[config.mk]
export PLATFORM = sky130hd
export DESIGN_NAME = priority_ready_queue_dispatcher_core
export DESIGN_NICKNAME = d
export VERILOG_FILES = /design/src/hdl/prqd_pkg.sv /design/src/hdl/priority_ready_queue_dispatcher_core.sv
export VERILOG_INCLUDE_DIRS = /design/src /design/src/hdl
export SDC_FILE = /design/constraint.sdc
export NUM_CORES = 1
export LEC_CHECK = 0
export BUFFER_PORTS_ARGS = -buffer_cell sky130_fd_sc_hd__buf_2
export CORE_ASPECT_RATIO = 0.75
export CORE_MARGIN = 2
export CORE_UTILIZATION = 40
export DETAILED_ROUTE_END_ITERATION = 6
export GPL_ROUTABILITY_DRIVEN = 0
export SLEW_MARGIN = 20
export SYNTH_ARGS = -nofsm -noshare
export SYNTH_HDL_FRONTEND = slang
export SYNTH_SLANG_ARGS = --single-unit
[constraint.sdc]
create_clock -name clk -period 10.25 [get_ports clk]
set_input_delay 1.025 -clock clk [delete_from_list [all_inputs] [get_ports clk]]
set_output_delay 1.025 -clock clk [all_outputs]
set_load 0.01 [all_outputs]
[src/hdl/priority_ready_queue_dispatcher_core_assert.svh]
// Assertion macros for the ready queue dispatcher.
// Expects clk and rst_n in the scope where a macro is used.
`ifndef PRIORITY_READY_QUEUE_DISPATCHER_CORE_ASSERT_SVH
`define PRIORITY_READY_QUEUE_DISPATCHER_CORE_ASSERT_SVH

// Same-cycle implication
`define PRQD_ASSERT(label, ante, cons, msg) \
    label: assert property (@(posedge clk) disable iff (!rst_n) (ante) |-> (cons)) \
        else $error(msg);

// Next-cycle implication
`define PRQD_ASSERT_NEXT(label, ante, cons, msg) \
    label: assert property (@(posedge clk) disable iff (!rst_n) (ante) |=> (cons)) \
        else $error(msg);

`endif

[src/hdl/prqd_pkg.sv]
// Package for the ready queue dispatcher: sizes, codes and the list entry type.
// No dependencies.
`default_nettype none

package prqd_pkg;

    // Sizing
    localparam int TASK_COUNT = 16;
    localparam int PRIO_BITS  = 8;
    localparam int TASK_W     = $clog2(TASK_COUNT);
    localparam int CNT_W      = $clog2(TASK_COUNT + 1);
    localparam int LIST_DEPTH = 1 << TASK_W;

    // Request codes
    typedef enum logic [1:0] {
        FN_ACTIVATE = 2'd0,
        FN_REMOVE   = 2'd1,
        FN_DISPATCH = 2'd2,
        FN_LEAVE    = 2'd3
    } func_t;

    // Task status, suspended on reset
    typedef enum logic [1:0] {
        ST_SUSPENDED = 2'd0,
        ST_READY     = 2'd1,
        ST_RUNNING   = 2'd2
    } status_t;

    // One ready list entry: task and its priority kept side by side
    typedef struct packed {
        logic [TASK_W-1:0]    id;
        logic [PRIO_BITS-1:0] prio;
    } entry_t;

endpackage

`default_nettype wire

[src/hdl/priority_ready_queue_dispatcher_core.sv]
// Ready queue of a preemptive fixed-priority scheduler, one request at a time.
// The ready list is a circular buffer in a single memory (one read, one write port,
// registered read) holding task id and priority per entry, kept sorted by ascending
// priority with equal priorities in insertion order; task status sits in flops and
// the running task with its priority in registers. Dispatch pops the head by moving
// the head pointer. Activate walks from the tail moving one entry a cycle; a
// preempting dispatch requeues the old task the same way. Remove scans and closes
// the gap one entry a cycle. The last step of a request holds for as long as the
// previous result is still stalled on the result channel. Every request gives
// exactly one result; no clearing pass after reset.
// Depends on prqd_pkg and priority_ready_queue_dispatcher_core_assert.svh.
`default_nettype none

`include "priority_ready_queue_dispatcher_core_assert.svh"

module priority_ready_queue_dispatcher_core (
    input  wire logic                           clk,
    input  wire logic                           rst_n,
    // configuration
    input  wire logic                           cfg_we,
    input  wire logic                           cfg_wdata,
    // request channel
    input  wire logic                           in_valid,
    output logic                                in_stall,
    input  wire logic [1:0]                     func,
    input  wire logic [prqd_pkg::TASK_W-1:0]    task_id,
    input  wire logic [prqd_pkg::PRIO_BITS-1:0] priority_req,
    // result channel
    output logic                                out_valid,
    input  wire logic                           out_stall,
    output logic [prqd_pkg::TASK_W-1:0]         current_task,
    output logic                                current_valid,
    output logic                                switched,
    output logic                                preempted,
    output logic [prqd_pkg::TASK_W-1:0]         preempted_task,
    output logic                                accepted,
    output logic [prqd_pkg::CNT_W-1:0]          ready_count
);

    localparam int TW = prqd_pkg::TASK_W;
    localparam int CW = prqd_pkg::CNT_W;
    localparam int PW = prqd_pkg::PRIO_BITS;

    typedef enum logic [2:0] {
        S_IDLE,
        S_INS,
        S_PLACE,
        S_REM,
        S_HEAD,
        S_DONE
    } state_t;

    // Sequencer and scheduler state
    state_t                   state_reg, state_next;
    logic                     en_reg;
    prqd_pkg::func_t          func_reg, func_next;
    logic [TW-1:0]            tid_reg, tid_next;
    logic [TW-1:0]            head_reg, head_next;
    logic [CW-1:0]            len_reg, len_next;
    logic [CW-1:0]            pos_reg, pos_next;
    logic                     found_reg, found_next;
    prqd_pkg::entry_t         ins_reg, ins_next;
    prqd_pkg::status_t        status_reg [prqd_pkg::TASK_COUNT];
    prqd_pkg::status_t        status_next [prqd_pkg::TASK_COUNT];
    logic [TW-1:0]            run_id_reg, run_id_next;
    logic [PW-1:0]            run_prio_reg, run_prio_next;
    logic                     run_valid_reg, run_valid_next;
    logic                     sw_reg, sw_next;
    logic                     pre_reg, pre_next;
    logic [TW-1:0]            pre_id_reg, pre_id_next;
    logic                     acc_reg, acc_next;

    // Result register
    logic                     out_valid_reg, out_valid_next;
    logic [TW-1:0]            cur_task_reg, cur_task_next;
    logic                     cur_valid_reg, cur_valid_next;
    logic                     switched_reg, switched_next;
    logic                     preempted_reg, preempted_next;
    logic [TW-1:0]            pre_task_reg, pre_task_next;
    logic                     accepted_reg, accepted_next;
    logic [CW-1:0]            count_reg, count_next;

    // List memory ports
    prqd_pkg::entry_t         list_mem [prqd_pkg::LIST_DEPTH];
    prqd_pkg::entry_t         rd_data_reg;
    logic [TW-1:0]            rd_addr;
    logic                     wr_en;
    logic [TW-1:0]            wr_addr;
    prqd_pkg::entry_t         wr_data;

    // Helpers
    logic [CW-1:0]            len_m1, pos_m1, pos_m2, pos_p1;
    logic                     tid_ok;
    logic                     rem_match;
    logic                     go;
    logic                     preempt;

    assign len_m1    = len_reg - CW'(1);
    assign pos_m1    = pos_reg - CW'(1);
    assign pos_m2    = pos_reg - CW'(2);
    assign pos_p1    = pos_reg + CW'(1);
    assign tid_ok    = CW'(task_id) < CW'(prqd_pkg::TASK_COUNT);
    assign rem_match = !found_reg && (rd_data_reg.id == tid_reg);

    // Head decision for dispatch and leave-interrupt
    always_comb
    begin
        if (func_reg == prqd_pkg::FN_DISPATCH)
            go = !(run_valid_reg && rd_data_reg.id == run_id_reg);
        else
            go = !run_valid_reg ||
                 (rd_data_reg.id != run_id_reg && rd_data_reg.prio < run_prio_reg);
        preempt = run_valid_reg && status_reg[run_id_reg] == prqd_pkg::ST_RUNNING;
    end

    // Sequencer next state
    always_comb
    begin
        state_next     = state_reg;
        func_next      = func_reg;
        tid_next       = tid_reg;
        head_next      = head_reg;
        len_next       = len_reg;
        pos_next       = pos_reg;
        found_next     = found_reg;
        ins_next       = ins_reg;
        status_next    = status_reg;
        run_id_next    = run_id_reg;
        run_prio_next  = run_prio_reg;
        run_valid_next = run_valid_reg;
        sw_next        = sw_reg;
        pre_next       = pre_reg;
        pre_id_next    = pre_id_reg;
        acc_next       = acc_reg;

        out_valid_next = out_valid_reg;
        cur_task_next  = cur_task_reg;
        cur_valid_next = cur_valid_reg;
        switched_next  = switched_reg;
        preempted_next = preempted_reg;
        pre_task_next  = pre_task_reg;
        accepted_next  = accepted_reg;
        count_next     = count_reg;

        rd_addr = head_reg;
        wr_en   = 1'b0;
        wr_addr = head_reg;
        wr_data = ins_reg;

        // result leaves on a transfer
        if (out_valid_reg && !out_stall)
            out_valid_next = 1'b0;

        unique case (state_reg)
            S_IDLE:
            begin
                if (in_valid)
                begin
                    func_next   = prqd_pkg::func_t'(func);
                    tid_next    = task_id;
                    sw_next     = 1'b0;
                    pre_next    = 1'b0;
                    pre_id_next = '0;
                    acc_next    = 1'b0;
                    state_next  = S_DONE;
                    unique case (prqd_pkg::func_t'(func)) inside
                        prqd_pkg::FN_ACTIVATE:
                        begin
                            if (en_reg && tid_ok &&
                                status_reg[task_id] == prqd_pkg::ST_SUSPENDED &&
                                len_reg < CW'(prqd_pkg::TASK_COUNT))
                            begin
                                status_next[task_id] = prqd_pkg::ST_READY;
                                acc_next     = 1'b1;
                                ins_next.id  = task_id;
                                ins_next.prio = priority_req;
                                pos_next     = len_reg;
                                rd_addr      = head_reg + len_m1[TW-1:0];
                                state_next   = (len_reg == '0) ? S_PLACE : S_INS;
                            end
                        end
                        prqd_pkg::FN_REMOVE:
                        begin
                            if (tid_ok && len_reg != '0)
                            begin
                                pos_next   = '0;
                                found_next = 1'b0;
                                rd_addr    = head_reg;
                                state_next = S_REM;
                            end
                        end
                        prqd_pkg::FN_DISPATCH, prqd_pkg::FN_LEAVE:
                        begin
                            if (len_reg != '0)
                            begin
                                rd_addr    = head_reg;
                                state_next = S_HEAD;
                            end
                            else if (prqd_pkg::func_t'(func) == prqd_pkg::FN_DISPATCH)
                            begin
                                run_valid_next = 1'b0;
                            end
                        end
                        default:
                        begin
                            state_next = S_DONE;
                        end
                    endcase
                end
            end

            // walk from the tail, moving worse-priority entries up by one
            S_INS:
            begin
                wr_en   = 1'b1;
                wr_addr = head_reg + pos_reg[TW-1:0];
                if (rd_data_reg.prio > ins_reg.prio)
                begin
                    wr_data  = rd_data_reg;
                    pos_next = pos_m1;
                    rd_addr  = head_reg + pos_m2[TW-1:0];
                    if (pos_m1 == '0)
                        state_next = S_PLACE;
                end
                else
                begin
                    wr_data    = ins_reg;
                    len_next   = len_reg + CW'(1);
                    state_next = S_DONE;
                end
            end

            // new entry lands at the front
            S_PLACE:
            begin
                wr_en      = 1'b1;
                wr_addr    = head_reg + pos_reg[TW-1:0];
                wr_data    = ins_reg;
                len_next   = len_reg + CW'(1);
                state_next = S_DONE;
            end

            // scan for the task, then close the gap one entry a cycle
            S_REM:
            begin
                wr_en      = found_reg;
                wr_addr    = head_reg + pos_m1[TW-1:0];
                wr_data    = rd_data_reg;
                found_next = found_reg || rem_match;
                if (pos_p1 < len_reg)
                begin
                    pos_next = pos_p1;
                    rd_addr  = head_reg + pos_p1[TW-1:0];
                end
                else
                begin
                    if (found_reg || rem_match)
                    begin
                        len_next = len_m1;
                        acc_next = 1'b1;
                    end
                    state_next = S_DONE;
                end
            end

            // head entry is in: if it may run, pop it and requeue a preempted task
            S_HEAD:
            begin
                state_next = S_DONE;
                if (go)
                begin
                    if (preempt)
                    begin
                        status_next[run_id_reg] = prqd_pkg::ST_READY;
                        pre_next      = 1'b1;
                        pre_id_next   = run_id_reg;
                        ins_next.id   = run_id_reg;
                        ins_next.prio = run_prio_reg;
                        pos_next      = len_m1;
                        rd_addr       = head_reg + len_m1[TW-1:0];
                        state_next    = (len_m1 == '0) ? S_PLACE : S_INS;
                    end
                    status_next[rd_data_reg.id] = prqd_pkg::ST_RUNNING;
                    head_next      = head_reg + TW'(1);
                    len_next       = len_m1;
                    run_id_next    = rd_data_reg.id;
                    run_prio_next  = rd_data_reg.prio;
                    run_valid_next = 1'b1;
                    sw_next        = 1'b1;
                end
            end

            // load the result register once it is free
            S_DONE:
            begin
                if (!out_valid_reg || !out_stall)
                begin
                    out_valid_next = 1'b1;
                    cur_task_next  = run_valid_reg ? run_id_reg : '0;
                    cur_valid_next = run_valid_reg;
                    switched_next  = sw_reg;
                    preempted_next = pre_reg;
                    pre_task_next  = pre_id_reg;
                    accepted_next  = acc_reg;
                    count_next     = len_reg;
                    state_next     = S_IDLE;
                end
            end

            default:
            begin
                state_next = S_IDLE;
            end
        endcase
    end

    // State and result registers
    always_ff @(posedge clk or negedge rst_n)
    begin
        if (!rst_n)
        begin
            state_reg     <= S_IDLE;
            en_reg        <= 1'b0;
            func_reg      <= prqd_pkg::FN_ACTIVATE;
            tid_reg       <= '0;
            head_reg      <= '0;
            len_reg       <= '0;
            pos_reg       <= '0;
            found_reg     <= 1'b0;
            ins_reg       <= '0;
            for (int i = 0; i < prqd_pkg::TASK_COUNT; i++)
                status_reg[i] <= prqd_pkg::ST_SUSPENDED;
            run_id_reg    <= '0;
            run_prio_reg  <= '0;
            run_valid_reg <= 1'b0;
            sw_reg        <= 1'b0;
            pre_reg       <= 1'b0;
            pre_id_reg    <= '0;
            acc_reg       <= 1'b0;
            out_valid_reg <= 1'b0;
            cur_task_reg  <= '0;
            cur_valid_reg <= 1'b0;
            switched_reg  <= 1'b0;
            preempted_reg <= 1'b0;
            pre_task_reg  <= '0;
            accepted_reg  <= 1'b0;
            count_reg     <= '0;
        end
        else
        begin
            state_reg     <= state_next;
            if (cfg_we)
                en_reg    <= cfg_wdata;
            func_reg      <= func_next;
            tid_reg       <= tid_next;
            head_reg      <= head_next;
            len_reg       <= len_next;
            pos_reg       <= pos_next;
            found_reg     <= found_next;
            ins_reg       <= ins_next;
            status_reg    <= status_next;
            run_id_reg    <= run_id_next;
            run_prio_reg  <= run_prio_next;
            run_valid_reg <= run_valid_next;
            sw_reg        <= sw_next;
            pre_reg       <= pre_next;
            pre_id_reg    <= pre_id_next;
            acc_reg       <= acc_next;
            out_valid_reg <= out_valid_next;
            cur_task_reg  <= cur_task_next;
            cur_valid_reg <= cur_valid_next;
            switched_reg  <= switched_next;
            preempted_reg <= preempted_next;
            pre_task_reg  <= pre_task_next;
            accepted_reg  <= accepted_next;
            count_reg     <= count_next;
        end
    end

    // Ready list memory; read and write never hit the same live entry in one cycle
    always_ff @(posedge clk)
    begin
        if (wr_en)
            list_mem[wr_addr] <= wr_data;
        rd_data_reg <= list_mem[rd_addr];
    end

    // Ports
    assign in_stall       = (state_reg != S_IDLE);
    assign out_valid      = out_valid_reg;
    assign current_task   = cur_task_reg;
    assign current_valid  = cur_valid_reg;
    assign switched       = switched_reg;
    assign preempted      = preempted_reg;
    assign preempted_task = pre_task_reg;
    assign accepted       = accepted_reg;
    assign ready_count    = count_reg;

    // Checks
    `PRQD_ASSERT(a_run_status, run_valid_reg,
        status_reg[run_id_reg] == prqd_pkg::ST_RUNNING,
        "running task does not hold running status")
    `PRQD_ASSERT(a_len_bound, state_reg == S_IDLE,
        len_reg <= CW'(prqd_pkg::TASK_COUNT),
        "ready list longer than task count")
    `PRQD_ASSERT(a_preempt_switch, out_valid_reg && preempted_reg,
        switched_reg && cur_valid_reg && cur_task_reg != pre_task_reg,
        "preemption without a switch to another task")
    `PRQD_ASSERT_NEXT(a_out_drain, out_valid_reg && !out_stall && state_reg != S_DONE,
        !out_valid_reg,
        "result repeated after its transfer")

endmodule

`default_nettype wire

Word-level counts from Yosys, hierarchy flattened:

Memory sizes are Yosys's and may differ from the RTL's. A register that Yosys moved wholly into a read port is not among the register bits.
Cells that the tools add are included.

* flip-flop bits (word level): 107
* bits in writable memories: 192
* word-level logic and storage cells: 251
* memories: 1

Memory list
* list_mem: depth 16, bits a word 12, rd ports 1, clocked after Yosys merged registers in 1, wr ports 1, RTL line priority_ready_queue_dispatcher_core.sv:84 `prqd_pkg::entry_t list_mem [prqd_pkg::LIST_DEPTH];`

* add/sub/neg operators: 11
* $lt $le $gt $ge: 10
* equal/unequal tests: 33
* muxes and demuxes: 98
* bitwise operators: 12
* reduce and logical (&&, ||, !) cells: 45

Operator list (number)
* $mux 32: 7
* $mux 12: 6
* $pmux 32 s2: 1
* $mux 5: 11
* $and 16x16->16: 3
* $not 16->16: 3
* $or 16x16->16: 3
* $pmux 12 s2: 2
* $mux 4: 11
* $pmux 5 s4: 2
* $ne 2x2->1 const B: 15
* $mux 3: 9
* $demux 2 s4: 3
* $mux 1: 23
* $add 4x4->4: 5
* $mux 2: 9
* $pmux 3 s6: 1
* $bmux 2 s4: 2
* $pmux 4 s2: 2
* $pmux 4 s4: 1
* $reduce_and 4->1: 4
* $ge 5x5->1 const B: 3
* $logic_not 5->1: 3
* $lt 5x1->1 const B: 3
* other kinds (36): 77

Logic depth before layout (Yosys ltp):

Gate-level depths: netlist (run 1).

* depth in word-level cells: 13
* gate-level depth with buffers: 15
* mapped depth without buffers: 14

Worst setup path before layout (run 1):

No wires, ideal clock.

* path kind: in2reg
* from: in task_id[1] in the netlist's numbering
* to: reg, netlist name rd_data_reg[4]
* arrival time: 3.855 ns
* required time: 10.108 ns
* setup slack: 6.253 ns
* stages: 12
* buffers on the path: 3
* path through: buf_2 -> mux4_2 -> mux4_2 -> a31oi_2 -> o31a_4 -> o21ai_4 -> nand2_2 -> buf_6 -> buf_6 -> mux2_4 -> a2111oi_1 -> o211ai_1

* longest elaborated chain between the ends: 11

RTL lines
* from (decl): RTL line priority_ready_queue_dispatcher_core.sv:26 `input wire logic [prqd_pkg::TASK_W-1:0] task_id,`
* $not 4->5 (implied by the code): RTL line priority_ready_queue_dispatcher_core.sv:170 `status_reg[task_id] == prqd_pkg::ST_SUSPENDED &&`
* $bmux 2 s4: RTL line priority_ready_queue_dispatcher_core.sv:170
* $mux 2 (implied by the code) (2 in series): RTL line priority_ready_queue_dispatcher_core.sv:170
* $logic_not 2->1: RTL line priority_ready_queue_dispatcher_core.sv:170
* $logic_and 1x1->1: RTL line priority_ready_queue_dispatcher_core.sv:169 `if (en_reg && tid_ok &&`
* $logic_and 1x1->1: RTL line priority_ready_queue_dispatcher_core.sv:170
* $mux 4: RTL line priority_ready_queue_dispatcher_core.sv:169
* $mux 4
* $mux 4: RTL line priority_ready_queue_dispatcher_core.sv:157 `if (in_valid)`
* $pmux 4 s4: RTL line priority_ready_queue_dispatcher_core.sv:154 `unique case (state_reg)`

No other way between the ends. The select of a mux whose other input is x is not followed.
A chain may end at the register's enable or synchronous reset.

Worst setup path in the final report (run 1):

* from: reg pos_reg[0]
* to: reg, netlist name rd_data_reg[3]

* longest elaborated chain between the ends: 4
* elaborated cells between the ends (all ways): 8
* classes of those cells: add/sub: 4; order compare: 1; mux: 3

RTL lines
* from (decl): RTL line priority_ready_queue_dispatcher_core.sv:60 `logic [CW-1:0] pos_reg, pos_next;`
* from (signal assigned): RTL line priority_ready_queue_dispatcher_core.sv:358 `pos_reg <= pos_next;`
* $add 5x1->5 / $sub 4x2->4 (equally long branches): RTL line priority_ready_queue_dispatcher_core.sv:101, priority_ready_queue_dispatcher_core.sv:100
* $add 4x4->4 (tied with other cells): RTL line priority_ready_queue_dispatcher_core.sv:253 `rd_addr = head_reg + pos_p1[TW-1:0];`
* $mux 4, on equally long branches: RTL line priority_ready_queue_dispatcher_core.sv:250, priority_ready_queue_dispatcher_core.sv:217
* $pmux 4 s4 (*): RTL line priority_ready_queue_dispatcher_core.sv:154

Every way passes the cells marked *; elsewhere a longest branch is shown, timed or not.

==> impl_metrics.yaml, run 1 <==
global_route:
  grt_pass1_wl_um: 65500
  grt_pass1_vias: 10300
  grt_usage: 0.214
  grt_max_degree: 73
  overflow: 0
  antenna_found_initial: 1
clock_network:
  htreeDepth: 1
  cts_buffers: 31
  post_cts_resized: 0
  hold_buffers: 0
  clockBufferDepth: 3
  post-cts-setup-buffers: 0
  cts_tree: "done"
  clock_latency_ns: 0.58
  path_clk_slew_ns: 0.06
  cts_root_buf: "clkbuf_16"
  cts_sinks: 311
routing:
  dr.pass1.iters: 6
  viasPerCell: 5.89
  vias: 10800
  antenna_left: 0
  totalWireLength_um: 42400
  post-route-drc-count: 0
  drt_iter0_markers: 1293
  detail_route.wl_per_cell_um: 23.0
floorplan:
  die_w_um: 230
  io_pins: 39
  chipHeight_um: 173
  coreArea_um2: 37300
  die-area_um2: 39800
  start_util: 0.409
  rows: 61
timing:
  final_hold_viol_count: 0
  fmaxAchievable_ghz: 0.191
  fin_crit_sh: 0.510
  worst_pin_slew_ns: 1.17
  layout_min_cycle_time_ns: 5.22
  slew_viol_final: 0
  rsz0062_at_grt: "false"
  fin_tns_setup_ns: 0
  setup_viol: 0
  max_slew_margin: 0.218
  clock_skew_ns: 0.0207
finish:
  largest_reg_flops: 192
  n_fill_cell: 3383
  nets: 1378
  drive_above_1_share: 0.176
  syn_to_final_growth_pct: 11.5
  n_antenna_cell: 0
  multi_input_area_um2: 6120
  seqCellArea_um2: 8680
place:
  hpwl_um: 29100
  port_buffers: 38
logic_synthesis:
  synth_edf_count: 192
  synth_cell_types: 83
  yosysTopAreaCell: "edfxtp_1"
  syn_avg_cell_area_um2: 11.9
  ys_ff_latch: 311
  synth_flop_cell: "edfxtp_1"
  syn_inst: 1285
  syn-num-nets: 1350
  yosysTopAreaCellShare: 0.378
  synth_area_leaders: "edfxtp_1 38%, dfrtp_1 18%, mux2_2 5.3%, ha_1 3.4%, o21ai_0 3.2%"
  yosysMostFrequentCell: "edfxtp_1"
  async_flop_share: 0.344
  syn_area_um2: 15300
  yosysSeqAreaShare: 0.569
  synth_common_cells: "192 x edfxtp_1, 114 x nand2_1, 107 x dfrtp_1"
  yosysWarnings: 0
critical_path:
  critPathKind: "flip-flop to flip-flop"
  crit_family: "compound AO/OA/AOI/OAI gates"
  cp_max_fo: 59
  worstSetupStartpointType: "flip-flop"
  cpPeakStageDelay_ns: 0.69
  crit_path_frequent_cell: "ha_1"
  cp-end-kind: "flip-flop"
  required_ns: 10.67
  cp.depth: 14
  crit_arrival_ns: 5.65
  path_cells: "inv_1, ha_1, ha_1, a21o_1, a31oi_1, o211a_1, a21oi_1, a32oi_1, o21ai_1, nand2_2, buf_4, mux2_2, a2111oi_0, o211ai_1"
  slowest_stage: "buf_4"
  reg2reg_depth: 14
  crit_buf_inv: 2
job:
  cap_violations: 0
worst_hold_path:
  hp-class: "input pin to asynchronous set/reset pin"
status:
  status: "completed"
==> cell usage in the layout (no fill, tap or decap), types with 6 or more instances in the layout <==
| cell | n |
|---|---|
| nand2b_1 | 10 |
| a21oi_1 | 31 |
| clkbuf_1 | 9 |
| dfrtp_1 | 107 |
| edfxtp_1 | 192 |
| a21o_1 | 16 |
| clkbuf_16 | 31 |
| buf_2 | 37 |
| nor3_1 | 12 |
| mux2_2 | 72 |
| ha_1 | 41 |
| nor2_2 | 9 |
| a2111oi_0 | 27 |
| nand2_1 | 114 |
| o22ai_1 | 6 |
| mux2_4 | 6 |
| a2111oi_1 | 8 |
| nand3_1 | 48 |
| xor2_1 | 8 |
| o22a_1 | 8 |
| o21ai_0 | 97 |
| o32ai_1 | 7 |
| buf_4 | 29 |
| mux4_2 | 13 |
| or2_2 | 6 |
| nor2_1 | 97 |
| a21boi_0 | 12 |
| a31oi_1 | 17 |
| a22oi_1 | 12 |
| mux2i_1 | 28 |
| dfxtp_1 | 12 |
| inv_1 | 47 |
| a211oi_1 | 6 |
| xnor2_1 | 26 |
| nand4_1 | 6 |
| nor2b_1 | 9 |
| o211ai_1 | 15 |
==> through the flow <==
step / hold slack [ns] / cells / utilization / worst slack [ns] / cell area (um2)
global placement: 0.460 / 1784 / 0.429 / 4.71 / 16000
floorplan: 0.446 / 1285 / - / 6.25 / 15300
finish: 0.405 / 1842 / 0.456 / 5.03 / 17000
detailed placement: 0.465 / 1784 / 0.429 / 4.71 / 16000
global route: 0.429 / 1842 / 0.456 / 4.80 / 17000
CTS: 0.404 / 1842 / 0.456 / 5.05 / 17000
==> layer usage <==
metal	up-vias	global-route usage	routed length (um)
met3	60	0.0564	4400
met2	514	0.300	17500
met4	0	0.0422	884
met1	5389	0.329	19600
li1	4879	-	-
met5	-	0	0
==> cell type report <==
cell class	instances	share of cell area
clock buffer	40	0.0476
clock inverter	18	0.0110
inverter	50	0.0110
multi-input combinational	853	0.360
sequential	311	0.510
tap	504	0.0370
timing repair buffer	66	0.0237
==> path summary, 6_finish.rpt <==
path / from / endpoint / slack (ns)
setup / recovery: pos_reg[0] / rd_data_reg[3] / 5.03
hold / removal: rst_n / status_reg[14] / 0.40
setup reg to reg: pos_reg[0] / rd_data_reg[3] / 5.03
hold reg to reg: ready_count[3] / ready_count[3] / 0.48
max in group asynchronous: rst_n / pos_reg[1] / 8.55
min in group clk: ready_count[3] / ready_count[3] / 0.48
==> cells by family (layout without fill, tap and decap cells) <==
family | Yosys count | count (layout) | synth area share
compound gates | 320 | 320 | 0.145
flops | 311 | 311 | 0.569
xor+xnor | 34 | 34 | 0.0195
buf+inv | 121 | 174 | 0.0325
fa+ha+maj | 45 | 45 | 0.0388
mux | 122 | 122 | 0.0988
simple gates | 332 | 332 | 0.0961
Power of run 1 is not shown: default switching activity piles up to over one toggle a cycle in this logic, so the estimate is an artifact.
==> inputs of run 2 (changes only) <==
==> constraint.sdc (replaced) <==
create_clock -name clk -period 5 [get_ports clk]
set_input_delay 0.5 -clock clk [delete_from_list [all_inputs] [get_ports clk]]
set_output_delay 0.5 -clock clk [all_outputs]
set_load 0.01 [all_outputs]
==> run 2 against run 1 <==
Against the previous run: cell count rose by 1.2%; worst setup slack worse by 4.8 ns; worst hold slack lost 0.38 ns.
==> impl_metrics.yaml, run 2 (synthesis gave the netlist of run 1 again) <==
timing:
  layout_min_cycle_time_ns: 4.77
  fmaxAchievable_ghz: 0.209
  holdWs_ns: 0.0273
  layout_setup_ws_ns: 0.226
  rsz0062_at_grt: "false"
  slew_viol_final: 0
  fin_tns_setup_ns: 0
  worst_pin_slew_ns: 0.910
  final_hold_viol_count: 0
  clock_skew_ns: 0.0201
  fin_crit_sh: 0.955
  setup_viol: 0
  max_slew_margin: 0.377
critical_path:
  cpPeakStageDelay_ns: 0.90
  cp-end-kind: "flip-flop"
  path_cells: "inv_1, ha_1, inv_1, ha_1, fa_1, xnor2_1, a221oi_1, a32o_1, nand2_1, and3_1, a2111oi_1, o211ai_1"
  slowest_stage: "a2111oi_1"
  worstSetupStartpointType: "flip-flop"
  crit_family: "compound AO/OA/AOI/OAI gates"
  critical_path.startpoint: "head_reg[1]"
  critPathKind: "flip-flop to flip-flop"
  crit_arrival_ns: 5.18
  rrSetupSlack_ns: 0.23
  cp_max_fo: 14
  crit_buf_inv: 2
  required_ns: 5.40
  r2r_start: "head_reg[1]"
job:
  cap_violations: 0
finish:
  fin_cells: 1864
  nets: 1401
  utilization: 0.462
  final_common_cell: "edfxtp_1"
  n_antenna_cell: 0
  drive_above_1_share: 0.186
  syn_to_final_growth_pct: 13.0
  largest_reg_flops: 192
  layout_common_cells: "192 x edfxtp_1, 114 x nand2_1, 107 x dfrtp_1, 104 x nor2_1, 97 x o21ai_0"
clock_network:
  hold_buffers: 0
  cts_root_buf: "clkbuf_16"
  htreeDepth: 1
  cts_tree: "done"
  cts_sinks: 311
  path_clk_slew_ns: 0.06
  clockBufferDepth: 3
  cts_buffers: 30
  clock_latency_ns: 0.58
routing:
  antenna_left: 0
  totalWireLength_um: 41000
  dr.pass1.iters: 5
  post-route-drc-count: 0
  drt_iter0_markers: 1273
  detail_route.wl_per_cell_um: 22.0
  vias: 10700
  viasPerCell: 5.72
floorplan:
  coreArea_um2: 37300
  rows: 61
  die_w_um: 230
  start_util: 0.409
  io_pins: 39
  chipHeight_um: 173
  die-area_um2: 39800
global_route:
  overflow: 0
  antenna_found_initial: 0
  grt_usage: 0.207
  grt_pass1_vias: 10400
  grt_max_degree: 64
  grt_pass1_wl_um: 64100
place:
  placed_cells: 1808
  hpwl_um: 28100
  port_buffers: 38
  post-place-ws_ns: 0.166
power:
  p_leak_nw: 6.46
  powerDensity_nw_per_um2: 799
  worst_ir_drop_vdd_mv: 0.325
status:
  status: "completed"
worst_hold_path:
  hp-class: "input pin to asynchronous set/reset pin"
run 2: layer usage:
metal / GRT usage / up-vias / wire [um]
met5: 0 / - / 0
met4: 0.0344 / 0 / 554
met3: 0.0389 / 41 / 3120
met2: 0.289 / 423 / 16900
met1: 0.332 / 5298 / 20400
li1: - / 4902 / -
run 2: area by class of cell:
cell class,count,area [um2]
multi-input cells,853,6110
clock buffers,38,812
inverters,50,188
clock inverters,18,244
fillers,3399,20100
flip-flops and latches,311,8680
well taps,504,631
repair buffers,90,583
run 2: power by group:
group	total [mW]	switching [mW]	internal, mW
logic	6.94	4.33	2.61
clock network	2.45	0.996	1.46
registers	4.39	0.556	3.83
run 2: worst paths after layout:
check	endpoint	depth (start not counted)
hold reg to reg	ready_count[0]	2
max in group asynchronous	pos_reg[0]	2
hold / removal	status_reg[14]	1
min in group clk	en_reg	2
setup / recovery	rd_data_reg[2]	12
setup reg to reg	rd_data_reg[2]	12
run 2: what timing repair did:
item                       4_1_cts  5_1_grt
gates resized for setup          0        4
setup endpoints to repair        0        4
buffers inserted                 0        0
run 2: per-stage QoR:
| stage | power [mW] | instance area (um2) |
|---|---|---|
| after global routing | 14.6 | 17300 |
| after global placement | 11.1 | 16200 |
| after detailed placement | 11.2 | 16200 |
| after CTS | 13.7 | 17200 |
| after floorplan | 8.90 | 15300 |
| final | 13.8 | 17300 |
Power figures use the tool's default switching activity.
==> inputs of run 3 (changes only) <==
--- a/config.mk
+++ b/config.mk
@@ -6,7 +6,7 @@
 export SDC_FILE = /design/constraint.sdc
 export NUM_CORES = 1
 export LEC_CHECK = 0
-export BUFFER_PORTS_ARGS = -buffer_cell sky130_fd_sc_hd__buf_2
+export BUFFER_PORTS_ARGS = -buffer_cell sky130_fd_sc_hd__clkbuf_2
 export CORE_ASPECT_RATIO = 0.75
 export CORE_MARGIN = 2
 export CORE_UTILIZATION = 40
==> run 3 against run 2 <==
Against the previous run: fmax up 2.6%; total power is 1.8% lower; clock skew grew 0.0040 ns; global-route usage is 0.23 points higher; non-clock buffer count is 5 higher; design area is 0.34% lower; clock power decreased by 7%; register-to-register slack improved by 0.12 ns; critical path depth increased by 1; first-iteration DRC count up 9.0%.
==> impl_metrics.yaml, run 3 (synthesis gave the netlist of run 1 again) <==
status:
  status: "completed"
power:
  switching_power_mw: 5.83
  seqPwrFrac: 0.324
  cell_internal_pwr_mw: 7.70
  pwr-share-clk: 0.169
  worst_ir_drop_vdd_mv: 0.341
  p_leak_nw: 6.45
  sw_frac_of_total: 0.431
  power_frac_comb: 0.507
  powerDensity_nw_per_um2: 787
finish:
  n_antenna_cell: 0
  largest_reg_flops: 192
  syn_to_final_growth_pct: 12.6
  drive_above_1_share: 0.188
  nets: 1406
  layout_common_cells: "192 x edfxtp_1, 114 x nand2_1, 106 x dfrtp_1, 104 x nor2_1, 97 x o21ai_0"
  final_common_cell: "edfxtp_1"
clock_network:
  clock_latency_ns: 0.58
  cts_root_buf: "clkbuf_16"
  htreeDepth: 1
  clockBufferDepth: 3
  cts_tree: "done"
  cts_sinks: 311
  path_clk_slew_ns: 0.07
  cts_buffers: 30
  post-cts-setup-buffers: 0
place:
  hpwl_um: 28600
  port_buffers: 38
  post-place-ws_ns: 0.337
floorplan:
  start_util: 0.409
  coreArea_um2: 37300
  die-area_um2: 39800
  rows: 61
  die_w_um: 230
  io_pins: 39
  chipHeight_um: 173
timing:
  max_slew_margin: 0.357
  layout_setup_ws_ns: 0.346
  final_hold_viol_count: 0
  setup_viol: 0
  layout_min_cycle_time_ns: 4.65
  holdWs_ns: 0.0193
  clock_skew_ns: 0.0240
  fmaxAchievable_ghz: 0.215
  rsz0062_at_grt: "false"
  fin_crit_sh: 0.931
  worst_pin_slew_ns: 0.940
  fin_tns_setup_ns: 0
  slew_viol_final: 0
routing:
  viasPerCell: 5.74
  top_layer: "met4"
  dr.pass1.iters: 5
  wl_met3_um: 4020
  wl_met2_um: 16300
  drt_iter0_markers: 1388
  wirelength_met1_um: 20000
  post-route-drc-count: 0
  vias: 10700
  detail_route.wl_per_cell_um: 22.1
  totalWireLength_um: 41200
  antenna_left: 0
global_route:
  antenna_found_initial: 1
  grt_max_degree: 67
  grt_pass1_wl_um: 64300
  grt_pass1_vias: 10400
  grt_usage: 0.209
  overflow: 0
critical_path:
  cp-end-kind: "flip-flop"
  worstSetupStartpointType: "flip-flop"
  path_cells: "ha_1, xor2_1, ha_1, a21o_1, a31oi_1, o21a_1, nand2_1, o311ai_0, a32o_1, nand2_1, and3_1, a2111oi_1, o211ai_1"
  cp_max_fo: 14
  slowest_stage: "a2111oi_1"
  critPathKind: "flip-flop to flip-flop"
  cpPeakStageDelay_ns: 0.66
  crit_arrival_ns: 5.03
  required_ns: 5.38
job:
  cap_violations: 0
worst_hold_path:
  hp-class: "input pin to asynchronous set/reset pin"
[run 3: power by group through the flow]
stage	logic (mW)	clock network, mW	registers [mW]
floorplan	4.71	0	4.19
global placement	6.65	0	4.41
detailed placement	6.73	0	4.42
CTS	6.77	2.32	4.38
global route	7.49	2.43	4.47
finish	6.86	2.29	4.38
[run 3: through the flow]
stage | power, mW | std cells | util | cell area, um2
after floorplan | 8.90 | 1285 | - | 15300
after global routing | 14.4 | 1869 | 0.461 | 17200
final | 13.5 | 1869 | 0.461 | 17200
after CTS | 13.5 | 1869 | 0.460 | 17200
after global placement | 11.1 | 1813 | 0.434 | 16200
after detailed placement | 11.2 | 1813 | 0.434 | 16200
[run 3: repair_timing]
action                     in CTS  in global routing
setup endpoints to repair       0                  6
hold buffers                    0                  0
gates resized for setup         0                  4
[run 3: cell type report]
cell class              count  area, um2
inverters                  50        188
flip-flops and latches    311       8680
clock inverters            19        171
fillers                  3399      20100
clock buffers              37        798
multi-input cells         853       6100
well taps                 504        631
repair buffers             95        621
[run 3: critical path, delay by kind of cell, from the launching register on]
kind / cells / cell delay, ns
and+or+nand+nor: 3 / 1.04
DFF: 1 / 0.50
AOI/OAI and AO/OA: 7 / 2.11
xor gates and xnor gates: 1 / 0.26
adders and majority gates: 2 / 0.55
[run 3: path summary, 6_finish.rpt]
check,from,endpoint,slack (ns),cells after the start
worst max-delay path,pos_reg[0],rd_data_reg[1],0.35,13
worst min-delay path,rst_n,status_reg[14],0.02,1
worst max register to register,pos_reg[0],rd_data_reg[1],0.35,13
worst min register to register,current_task[2],current_task[2],0.48,2
max in group asynchronous,rst_n,head_reg[0],3.90,2
min in group clk,cfg_wdata,en_reg,0.15,2
[run 3: metal layers]
layer,GRT usage,up-vias
li1,-,4913
met1,0.333,5325
met2,0.281,426
met3,0.0534,66
met4,0.0438,0
met5,0,-
